==> config.mk <==
export PLATFORM = sky130hd
export DESIGN_NAME = enbm_queue
export DESIGN_NICKNAME = d
export VERILOG_FILES = /design/src/rtl/enbm_pkg.sv /design/src/rtl/enbm_queue.sv
export SDC_FILE = /design/constraint.sdc
export NUM_CORES = 1
export LEC_CHECK = 0
export BUFFER_PORTS_ARGS = -buffer_cell sky130_fd_sc_hd__buf_2
export CAP_MARGIN = 10
export CORE_MARGIN = 5
export CORE_UTILIZATION = 57
export CTS_CLUSTER_DIAMETER = 150
export DETAILED_ROUTE_END_ITERATION = 8
export GPL_TIMING_DRIVEN = 0
export MAX_ROUTING_LAYER = met4
export PLACE_DENSITY = 0.79
export SKIP_CTS_REPAIR_TIMING = 1
export SLEW_MARGIN = 20
export SYNTH_ARGS = -nofsm -noshare
export SYNTH_HDL_FRONTEND = slang
export SYNTH_SLANG_ARGS = --single-unit
==> constraint.sdc <==
create_clock -name clk -period 2.4 [get_ports clk]
set_input_delay 0.48 -clock clk [delete_from_list [all_inputs] [get_ports clk]]
set_output_delay 0.48 -clock clk [all_outputs]
set_load 0.01 [all_outputs]
==> src/rtl/enbm_pkg.sv <==
`default_nettype none
package enbm_pkg;
	localparam int MaxWidth   = 1024;
	localparam int SampleBits = 16;
	localparam int FracBits   = 8;
	localparam int ColBits    = $clog2(MaxWidth);
	localparam int RowBits    = 12;
	localparam int WidthBits  = 11;
	localparam int OutBits    = SampleBits + FracBits;
	localparam int SumBits    = SampleBits + 4;
	localparam int QueueDepth = 4;
	localparam int QueueBits  = $clog2(QueueDepth);
	localparam int AddrBits   = 3;

	localparam logic [AddrBits-1:0] AddrWidth  = 3'd0;
	localparam logic [AddrBits-1:0] AddrHeight = 3'd4;

	localparam logic OpPixel = 1'b0;
	localparam logic OpFlush = 1'b1;

	typedef logic signed [SampleBits-1:0] sample_t;

	// one accepted column shift, classified by the front part
	typedef struct packed {
		sample_t        px;
		logic [ColBits-1:0] col;
		logic           due;
		logic           has_left;
		logic           has_right;
		logic           has_up;
		logic           has_down;
		logic           last;
	} job_t;

	typedef enum logic [1:0] {
		DivIdle,
		DivRun,
		DivDone
	} div_state_t;
endpackage
`default_nettype wire

==> src/rtl/enbm_queue.sv <==
`default_nettype none
module enbm_queue (
	input  wire logic clk,
	input  wire logic arst_n,
	input  wire logic wr_valid,
	output logic wr_ready,
	input  wire enbm_pkg::job_t wr_job,
	output logic rd_valid,
	input  wire logic rd_ready,
	output enbm_pkg::job_t rd_job
);
	import enbm_pkg::*;

	job_t mem_q [QueueDepth];
	logic [QueueBits-1:0] wp_q, rp_q;
	logic [QueueBits:0] cnt_q;
	logic push, pop;

	assign wr_ready = cnt_q != (QueueBits+1)'(QueueDepth);
	assign rd_valid = cnt_q != '0;
	assign rd_job = mem_q[rp_q];
	assign push = wr_valid && wr_ready;
	assign pop = rd_valid && rd_ready;

	always_ff @(posedge clk) begin
		if (push) mem_q[wp_q] <= wr_job;
	end

	always_ff @(posedge clk or negedge arst_n) begin
		if (!arst_n) begin
			wp_q <= '0;
			rp_q <= '0;
			cnt_q <= '0;
		end else begin
			if (push) wp_q <= wp_q + 1;
			if (pop) rp_q <= rp_q + 1;
			cnt_q <= cnt_q + (QueueBits+1)'(push) - (QueueBits+1)'(pop);
		end
	end
endmodule
`default_nettype wire

==> impl_metrics.env <==
export IMPL_num_nets_final=344
export IMPL_cts_sinks=135
export IMPL_intPower_mw=5.976
export IMPL_fp_dieArea_um2=11010
export IMPL_wirelength_mm=8.587
export IMPL_cts_buffers_inserted=17
export IMPL_clock_fmax_ghz=0.4266
export IMPL_max_cap_violations=0
export IMPL_clock_skew_final_ns=0.01485
export IMPL_power_switching_fraction=0.2790
export IMPL_report_power_total_mw=8.288
export IMPL_post_synth_inst_count=209
export IMPL_initial_antenna_violation_count=0
export IMPL_ioPinCount=70
export IMPL_power_per_cell_area_nw_per_um2=1304
export IMPL_worst_setup_path_start_kind="flop"
export IMPL_cpMostUsedCell="sky130_fd_sc_hd__buf_6"
export IMPL_path_class="reg -> out"
export IMPL_synth_simple_area_share=0.02047
export IMPL_diodes=0
export IMPL_p_sw_mw=2.312
export IMPL_grt_first_pass_wirelength_mm=13.63
export IMPL_setup_viol=0
export IMPL_worstHoldPathType="in -> reg"
export IMPL_syn_area_um2=5135
export IMPL_path_cells="buf_6 -> buf_12 -> mux4_2 -> buf_6"
export IMPL_first_iter_violations=127
export IMPL_place_hpwl_mm=5.465
export IMPL_count_of_different_cell_masters_after_synthesis=22
export IMPL_combinational_family_with_the_most_area_after_synthesis="multiplexers"
export IMPL_fin_tns_setup_ns=0
export IMPL_final_hold_violation_count=0
export IMPL_cts_htree_levels=4
export IMPL_synthToLayoutAreaGrowth_pct=23.83
export IMPL_critical_path_n_buffers_inverters=3
export IMPL_synth_seq_cells=135
export IMPL_vdd_drop_max_mv=0.7177
export IMPL_synth_fp_nets=252
export IMPL_worstSkewPairLatency_ns=0.51
export IMPL_die_width_um=104.9
export IMPL_synth_xor_area_share=0.006823
export IMPL_drt_antenna_violating_nets=0
export IMPL_synth_area_top_cells="sky130_fd_sc_hd__edfxtp_1 75%, sky130_fd_sc_hd__mux4_2 12%, sky130_fd_sc_hd__dfrtp_1 3.4%, sky130_fd_sc_hd__mux4_1 2.0%, sky130_fd_sc_hd__ha_1 1.5%"
export IMPL_global_route_overflow_total=0
export IMPL_seq_area_frac_synth=0.7827
export IMPL_initial_core_util=0.5860
export IMPL_detail_route_vias_per_cell=5.656
export IMPL_critical_path_endpoint_type="primary output"
export IMPL_clock_power_share=0.307
export IMPL_fin_ws_ns=0.05597
export IMPL_fin_area_um2=6359
export IMPL_power_combinational_fraction=0.294
export IMPL_post_synthesis_adder_cell_area_fraction=0.01852
export IMPL_floorplan_rows=34
export IMPL_grt_max_degree=29
export IMPL_grtUsageTotal=0.1699
export IMPL_cts_clk_pin_slew_worst_paths_ns=0.06
export IMPL_timing_critical_path_required_ns=1.92
export IMPL_grt_pass1_vias=2585
export IMPL_max_slew_margin=0.7352
export IMPL_timing_final_crit_period_ns=2.344
export IMPL_worst_ep_arrival_time_ns=1.86
export IMPL_wl_per_cell_um=20.35
export IMPL_clock_tree_from_tritoncts="yes"
export IMPL_seqPwrFrac=0.399
export IMPL_largest_delay_share_family_worst_path="multiplexers"
export IMPL_share_of_post_route_cells_with_drive_strength_above_1=0.4554
export IMPL_unrepaired_setup_endpoints_after_global_routing="true"
export IMPL_largest_buffer_count_on_any_clock_path=2
export IMPL_placeableCoreArea_um2=8763
export IMPL_yosysWarnings=0
export IMPL_worstPathMaxFanout=10
export IMPL_drt_pass1_iter_count=4
export IMPL_remaining_drc_errors=0
export IMPL_p_leak_nw=2.259
export IMPL_port_buffers=69
export IMPL_min_period_over_period=0.9767
export IMPL_gp_congestion=0.7317
export IMPL_synth_compound_area_frac=0.006335
export IMPL_post_place_ws_ns=0.09063
export IMPL_cts_root_buf="sky130_fd_sc_hd__clkbuf_8"
export IMPL_muxShareOfSynthArea=0.1433
export IMPL_detailed_place_area_um2=5708
export IMPL_status="complete, no violations"
export IMPL_synthesis_area_per_instance_um2=24.57
export IMPL_post_synth_top_area_fraction=0.7485
export IMPL_final_max_slew_viol_count=0
export IMPL_pin_slew_with_the_least_headroom_to_its_limit_ns=0.3922
export IMPL_detailroute_via_count=2387
export IMPL_synthDominantAreaCellType="sky130_fd_sc_hd__edfxtp_1"
export IMPL_cp_max_delay_cell="sky130_fd_sc_hd__mux4_2"
export IMPL_highest_cell_delay_on_the_worst_timing_path_ns=0.54
export IMPL_die_height_um=104.9
==> layout make-up <==
class | instances | area [um2]
timing repair buffer | 74 | 480.5
fill | 516 | 2405
clock inverter | 14 | 175.2
multi-input combinational | 60 | 1015
clock buffer | 18 | 417.9
buffer | 7 | 93.84
inverter | 6 | 22.52
tap | 108 | 135.1
sequential | 135 | 4019
==> layout by cell type, fill, tap and decap left out, drive strengths merged <==
cell and instances:
edfxtp 128, buf 78, mux4 32, clkbuf 20, inv 9, dfrtp 7, ha 6, clkinvlp 5
nand2b 4, and3b 4, xnor2 3, bufinv 3, clkinv 3, nand4bb 2, o211ai 2, nor3b 1
o31a 1, or3 1, xor2 1, nand2 1, o311ai 1, fa 1, dlygate4sd3 1
==> metal layers <==
layer | track usage | up-vias | routed length [um]
li1 | - | 1070 | -
met1 | 0.2068 | 1239 | 3482
met2 | 0.2738 | 71 | 4464
met3 | 0.05672 | 7 | 556
met4 | 0.04932 | 0 | 84
met5 | - | - | 0
==> cell usage after synthesis <==
cell / instances
sky130_fd_sc_hd__o31a_1: 1
sky130_fd_sc_hd__inv_1: 6
sky130_fd_sc_hd__xor2_1: 1
sky130_fd_sc_hd__nand2_1: 1
sky130_fd_sc_hd__nand2b_1: 4
sky130_fd_sc_hd__edfxtp_1: 128
sky130_fd_sc_hd__dfrtp_1: 7
sky130_fd_sc_hd__fa_1: 1
sky130_fd_sc_hd__nand4bb_1: 2
sky130_fd_sc_hd__or3_1: 1
sky130_fd_sc_hd__buf_6: 1
sky130_fd_sc_hd__and3b_1: 4
sky130_fd_sc_hd__xnor2_1: 3
sky130_fd_sc_hd__clkbuf_1: 1
sky130_fd_sc_hd__ha_1: 6
sky130_fd_sc_hd__mux4_1: 4
sky130_fd_sc_hd__buf_2: 3
sky130_fd_sc_hd__o311ai_0: 1
sky130_fd_sc_hd__buf_12: 3
sky130_fd_sc_hd__nor3b_2: 1
sky130_fd_sc_hd__o211ai_1: 2
sky130_fd_sc_hd__mux4_2: 28
==> power groups by stage <==
stage / Sequential (mW) / Clock, mW / Combinational [mW]
floorplan: 3.28 / 0 / 1.58
global placement: 3.32 / 0 / 2.28
detailed placement: 3.33 / 0 / 2.41
finish: 3.31 / 2.54 / 2.44
CTS: 3.29 / 2.58 / 2.41
global route: 3.35 / 2.69 / 2.65
==> final timing paths <==
kind	startpoint	to	slack (ns)	cells after the start
min in group asynchronous	arst_n	wp_q[1]$_DFFE_PN0P_	0.34	2
max reg2reg	cnt_q[1]$_DFF_PN0_	cnt_q[2]$_DFF_PN0_	0.16	9
max	rp_q[0]$_DFFE_PN0P_	rd_job[20]	0.06	4
max in group asynchronous	arst_n	rp_q[0]$_DFFE_PN0P_	1.90	2
min reg2reg	wp_q[1]$_DFFE_PN0P_	wp_q[1]$_DFFE_PN0P_	0.61	2
min	wr_job[27]	mem_q[2][27]$_DFFE_PP_	0.18	1
==> stage by stage <==
step	hold slack, ns	util	cells
floorplan	0.1844	-	209
global placement	0.3224	0.6408	386
detailed placement	0.3287	0.6513	390
CTS	-0.2113	0.7190	422
global route	0.1593	0.7256	422
finish	0.1803	0.7256	422
==> state kept, by name (all words and copies together) (netlist names) <==
| signal | cells |
|---|---|
| wp_q | 2 |
| mem_q | 128 |
| rp_q | 2 |
| cnt_q | 3 |
==> kinds of logic after synthesis <==
kind of cell / after synthesis
DFF: 135
muxes: 32
buffers and inverters: 14
and+or+nand+nor: 13
adders and majority gates: 7
AOI/OAI and AO/OA: 4
xor gates and xnor gates: 4
(Power assumes the default switching activity.)
