$ cat config.mk
export PLATFORM = sky130hd
export DESIGN_NAME = enbm_front
export DESIGN_NICKNAME = d
export VERILOG_FILES = /design/src/rtl/enbm_pkg.sv /design/src/rtl/enbm_front.sv
export SDC_FILE = /design/constraint.sdc
export NUM_CORES = 1
export LEC_CHECK = 0
export BUFFER_PORTS_ARGS = -buffer_cell sky130_fd_sc_hd__buf_2
export CAP_MARGIN = 40
export CORE_UTILIZATION = 57
export CTS_CLUSTER_SIZE = 40
export DETAILED_ROUTE_END_ITERATION = 8
export PLACE_DENSITY = 0.81
export SLEW_MARGIN = 0
export SYNTH_ARGS = -nofsm -noshare
export SYNTH_HDL_FRONTEND = slang
export SYNTH_SLANG_ARGS = --single-unit
$ cat constraint.sdc
create_clock -name clk -period 3.6 [get_ports clk]
set_clock_uncertainty 0.1 [all_clocks]
set_input_delay 0.36 -clock clk [delete_from_list [all_inputs] [get_ports clk]]
set_output_delay 0.36 -clock clk [all_outputs]
set_load 0.05 [all_outputs]
$ cat src/rtl/enbm_pkg.sv
`default_nettype none
package enbm_pkg;
	localparam int MaxWidth   = 1024;
	localparam int SampleBits = 16;
	localparam int FracBits   = 8;
	localparam int ColBits    = $clog2(MaxWidth);
	localparam int RowBits    = 12;
	localparam int WidthBits  = 11;
	localparam int OutBits    = SampleBits + FracBits;
	localparam int SumBits    = SampleBits + 4;
	localparam int QueueDepth = 4;
	localparam int QueueBits  = $clog2(QueueDepth);
	localparam int AddrBits   = 3;

	localparam logic [AddrBits-1:0] AddrWidth  = 3'd0;
	localparam logic [AddrBits-1:0] AddrHeight = 3'd4;

	localparam logic OpPixel = 1'b0;
	localparam logic OpFlush = 1'b1;

	typedef logic signed [SampleBits-1:0] sample_t;

	// one accepted column shift, classified by the front part
	typedef struct packed {
		sample_t        px;
		logic [ColBits-1:0] col;
		logic           due;
		logic           has_left;
		logic           has_right;
		logic           has_up;
		logic           has_down;
		logic           last;
	} job_t;

	typedef enum logic [1:0] {
		DivIdle,
		DivRun,
		DivDone
	} div_state_t;
endpackage
`default_nettype wire

$ cat src/rtl/enbm_front.sv
`default_nettype none
module enbm_front (
	input  wire logic clk,
	input  wire logic arst_n,
	input  wire logic clear,
	input  wire logic [enbm_pkg::WidthBits-1:0] frame_width,
	input  wire logic [enbm_pkg::RowBits-1:0] frame_height,
	input  wire logic in_valid,
	output logic in_ready,
	input  wire logic in_op,
	input  wire logic [enbm_pkg::SampleBits-1:0] in_pixel,
	input  wire logic q_ready,
	output logic q_valid,
	output enbm_pkg::job_t q_job
);
	import enbm_pkg::*;

	logic [ColBits-1:0] in_col_q, out_col_q;
	logic [RowBits:0] in_row_q, out_row_q;
	logic [WidthBits-1:0] w;
	logic [RowBits-1:0] h;
	logic accept_ok, fire, due, last;

	always_comb begin
		w = (frame_width == '0) ? WidthBits'(1) : frame_width;
		if (w > WidthBits'(MaxWidth)) w = WidthBits'(MaxWidth);
		h = (frame_height == '0) ? RowBits'(1) : frame_height;
	end

	// pixels valid while rows remain, flushes only after the frame
	assign accept_ok = (in_op == OpPixel) ? (in_row_q < {1'b0, h}) : (in_row_q >= {1'b0, h});
	assign in_ready = q_ready;
	assign fire = in_valid && q_ready && accept_ok;
	assign due = (in_row_q >= 2) || (in_row_q == 1 && in_col_q != '0);
	assign last = ({1'b0, out_row_q} + 1 >= {2'b0, h}) &&
		({1'b0, out_col_q} + 1 >= {1'b0, w});

	always_comb begin
		q_valid = fire;
		q_job.px = (in_op == OpPixel) ? in_pixel : '0;
		q_job.col = in_col_q;
		q_job.due = due;
		q_job.has_left = out_col_q != '0;
		q_job.has_right = ({1'b0, out_col_q} + 1) < {1'b0, w};
		q_job.has_up = out_row_q != '0;
		q_job.has_down = ({1'b0, out_row_q} + 1) < {2'b0, h};
		q_job.last = last;
	end

	always_ff @(posedge clk or negedge arst_n) begin
		if (!arst_n) begin
			in_col_q <= '0;
			in_row_q <= '0;
			out_col_q <= '0;
			out_row_q <= '0;
		end else if (clear) begin
			in_col_q <= '0;
			in_row_q <= '0;
			out_col_q <= '0;
			out_row_q <= '0;
		end else if (fire) begin
			if (due && last) begin
				in_col_q <= '0;
				in_row_q <= '0;
				out_col_q <= '0;
				out_row_q <= '0;
			end else begin
				if ({1'b0, in_col_q} + 1 >= {1'b0, w}) begin
					in_col_q <= '0;
					in_row_q <= in_row_q + 1;
				end else begin
					in_col_q <= in_col_q + 1;
				end
				if (due) begin
					if ({1'b0, out_col_q} + 1 >= {1'b0, w}) begin
						out_col_q <= '0;
						out_row_q <= out_row_q + 1;
					end else begin
						out_col_q <= out_col_q + 1;
					end
				end
			end
		end
	end
endmodule
`default_nettype wire

==> impl_metrics.json <==
{
  "post-place-ws_ps": 117.9,
  "insertion_delay_ps": 300,
  "cts_root_buffer": "clkbuf_8",
  "rows": 31,
  "grt_use_total_pct": 28.34,
  "synth_edf_count": 0,
  "powerDensity_mw_per_mm2": 239.7,
  "yosysSeqAreaShare_pct": 26.81,
  "port_buffers": 78,
  "path_cells": "ha_1 -> and3_4 -> and3_1 -> and3_2 -> and3_1 -> ha_1 -> and3_1 -> a21o_1 -> a31oi_4 -> nand2_4 -> or4_1 -> nand3_1",
  "drc": 0,
  "placed_area_sq_mm": 0.004817,
  "boundaryPins": 79,
  "cp-start-kind": "register",
  "critical_path.most_common_cell": "and3_1",
  "hpwl_mm": 8.367,
  "place.gp.congestion": 0.9630,
  "p_leak_nw": 2.636,
  "dr.first_iter.drc_count": 225,
  "route.antenna.remaining_nets": 0,
  "setup_viol": 0,
  "grt_antenna_before_repair": 0,
  "worst_ep_arrival_time_ps": 3610,
  "die_x_um": 88.79,
  "synth-main-ff-cell": "dfrtp_1",
  "dp_cells": 690,
  "initial_core_util_pct": 59.19,
  "grt.overflow.total": 0,
  "hold_path_class": "in -> reg",
  "tritoncts": "yes",
  "cts_buffers": 5,
  "dr.pass1.iters": 5,
  "syn_area_per_cell_sq_um": 8.240,
  "die-height_um": 88.79,
  "num_antenna_cells": 0,
  "synth_top_area_share_pct": 26.81,
  "fin_hold_ws_ps": 378.2,
  "area_growth_pct": 18.16,
  "critPathCaptureType": "register",
  "syn_area_sq_mm": 0.004293,
  "fin_total_pwr_mw": 1.216,
  "min_period_over_period_pct": 96.39,
  "fmax_mhz": 288.2,
  "final_nets": 706,
  "drt-vias-per-instance": 6.069,
  "synthArstFlopShare_pct": 100.0,
  "wl_per_cell_um": 15.40,
  "worst_pin_slew_ps": 442.4,
  "layout.cells.non_filler": 706,
  "fin_crit_ps": 3470,
  "cts_buffer_depth": 2,
  "crit_slowest_cell": "or4_1",
  "synth_area_leader_cell": "dfrtp_1",
  "grt_pass1_vias": 3889,
  "crit_required_ps": 3740,
  "ir_drop_uv": 166.5,
  "core_area_sq_mm": 0.007253,
  "cts-htree-levels": 2,
  "die-area_sq_mm": 0.007883,
  "grt_pass1_wl_mm": 17.63,
  "fin_area_sq_mm": 0.005072,
  "yosysWarnings": 0,
  "clock_sinks": 46,
  "drive_gt1_share_pct": 21.58,
  "totalWireLength_mm": 10.87,
  "ys_types": 55,
  "max_stage_delay_ps": 520,
  "status": "complete, no violations",
  "setup_ws_ps": 129.9,
  "ys_ff_latch": 46,
  "relSlewSlack_pct": 70.40,
  "synth_fp_nets": 621,
  "syn_inst": 521,
  "drv_slew": 0,
  "cap_violations": 0,
  "synth_area_leaders": "dfrtp_1 (27%), ha_1 (16%), o21ai_0 (4.5%), a21oi_1 (4.2%), nand2_1 (3.8%)",
  "critPathMaxFanout": 9,
  "route.vias.total": 4285,
  "grt_max_degree": 30,
  "clkTransAtPathRegs_ps": 90,
  "hold_viol_final": 0,
  "critPathKind": "reg -> reg"
}
-- critical path, delay by kind of cell (launching register included) --
kind	cells	cell delay, ps
AND/OR/NAND/NOR	8	1870
AO/OA/AOI/OAI	2	450
flip-flops	1	420
adder cells (fa/ha/maj)	2	580
-- flip-flops by register name (all words and copies together), names as in the netlist --
| signal | flops |
|---|---|
| in_row_q | 13 |
| in_col_q | 10 |
| out_row_q | 13 |
| out_col_q | 10 |
-- report_power, final --
part | leakage (nW) | switching, mW | internal (mW)
clock | 0.0714 | 0.183 | 0.296
sequential | 0.639 | 0.00295 | 0.517
combinational | 1.93 | 0.141 | 0.0756
total | 2.64 | 0.327 | 0.889
-- layout make-up --
class	count	area [sq um]
timing repair buffer	102	595.6
clock buffer	6	82.58
multi-input combinational	420	2940
fill	580	2181
sequential	46	1154
clock inverter	2	60.06
tap	99	123.9
inverter	31	116.4
-- through the flow --
step,setup TNS (ps),util [%]
6_report,0,69.93
3_3_place_gp,0,66.14
3_5_place_dp,0,66.41
5_1_grt,-2.024,69.93
2_1_floorplan,0,-
4_1_cts,0,68.55
-- path summary, 6_finish.rpt --
| kind | startpoint | slack (ps) | depth (start not counted) | end |
|---|---|---|---|---|
| setup / recovery | out_col_q[0] | 130 | 12 | in_row_q[7] |
| hold / removal | clear | 380 | 2 | out_col_q[1] |
| min in group asynchronous | arst_n | 420 | 2 | in_col_q[5] |
| max in group asynchronous | arst_n | 2450 | 3 | out_row_q[0] |
| setup reg to reg | out_col_q[0] | 130 | 12 | in_row_q[7] |
| hold reg to reg | out_row_q[12] | 470 | 1 | out_row_q[12] |
-- Yosys cell counts, drive strengths merged, types with 4 or more instances --
cell type  count
a22o           9
dfrtp         46
nor4          10
nand4         18
nand2         44
clkbuf        13
inv           30
nor2b         19
nand3         23
o21ai         40
nor2          33
xnor2         11
or3            7
nand3b         6
and2           5
xor2          14
buf           11
o21a           4
mux2i          4
nand2b        11
a21oi         36
nor3           9
and3          19
a21o          13
ha            55
-- layout by cell type (no fill, tap or decap), types with 4 or more instances in the layout --
cell and count:
nor2b_1 19, xnor2_1 10, xor2_1 14, o21ai_0 39, and2_1 4, nor4_1 10
clkbuf_8 6, dfrtp_1 44, or3_1 7, ha_1 54, nand2_1 43, nand3b_1 6
nand2b_1 10, a21oi_1 36, mux2i_1 4, nand4_1 18, nand3_1 22, nor3_1 8
a21o_1 13, inv_1 29, and3_1 16, buf_2 77, buf_4 21, o21a_1 4
nor2_1 30, a22o_1 9
-- cell families (layout without fill, tap and decap cells) --
| group | after synthesis | in the layout | share of synthesized area [%] |
|---|---|---|---|
| and+or+nand+nor | 213 | 213 | 27.11 |
| AOI/OAI and AO/OA | 123 | 123 | 18.45 |
| adders and majority gates | 55 | 55 | 16.03 |
| muxes | 4 | 4 | 0.9327 |
| buffers and inverters | 55 | 141 | 5.567 |
| xor gates and xnor gates | 25 | 25 | 5.101 |
| DFF | 46 | 46 | 26.81 |
-- routing by layer --
| layer | global-route usage, % | vias to the layer above | part of all wire [%] |
|---|---|---|---|
| li1 | - | 2041 | - |
| met5 | 0 | - | 0 |
| met3 | 4.104 | 17 | 5.3 |
| met1 | 37.41 | 2051 | 44 |
| met4 | 7.625 | 0 | 1.4 |
| met2 | 48.39 | 176 | 49 |
-- timing repair --
| item | CTS | global route |
|---|---|---|
| setup endpoints to repair | 1 | 31 |
| buffers inserted | 0 | 7 |
| gates resized for setup | 1 | 15 |
| hold buffers | 1 | 0 |
| endpoints found under the hold margin | 17 | 0 |
| pin swaps | 0 | 2 |
Note: power is estimated with default switching activity, not from simulation.
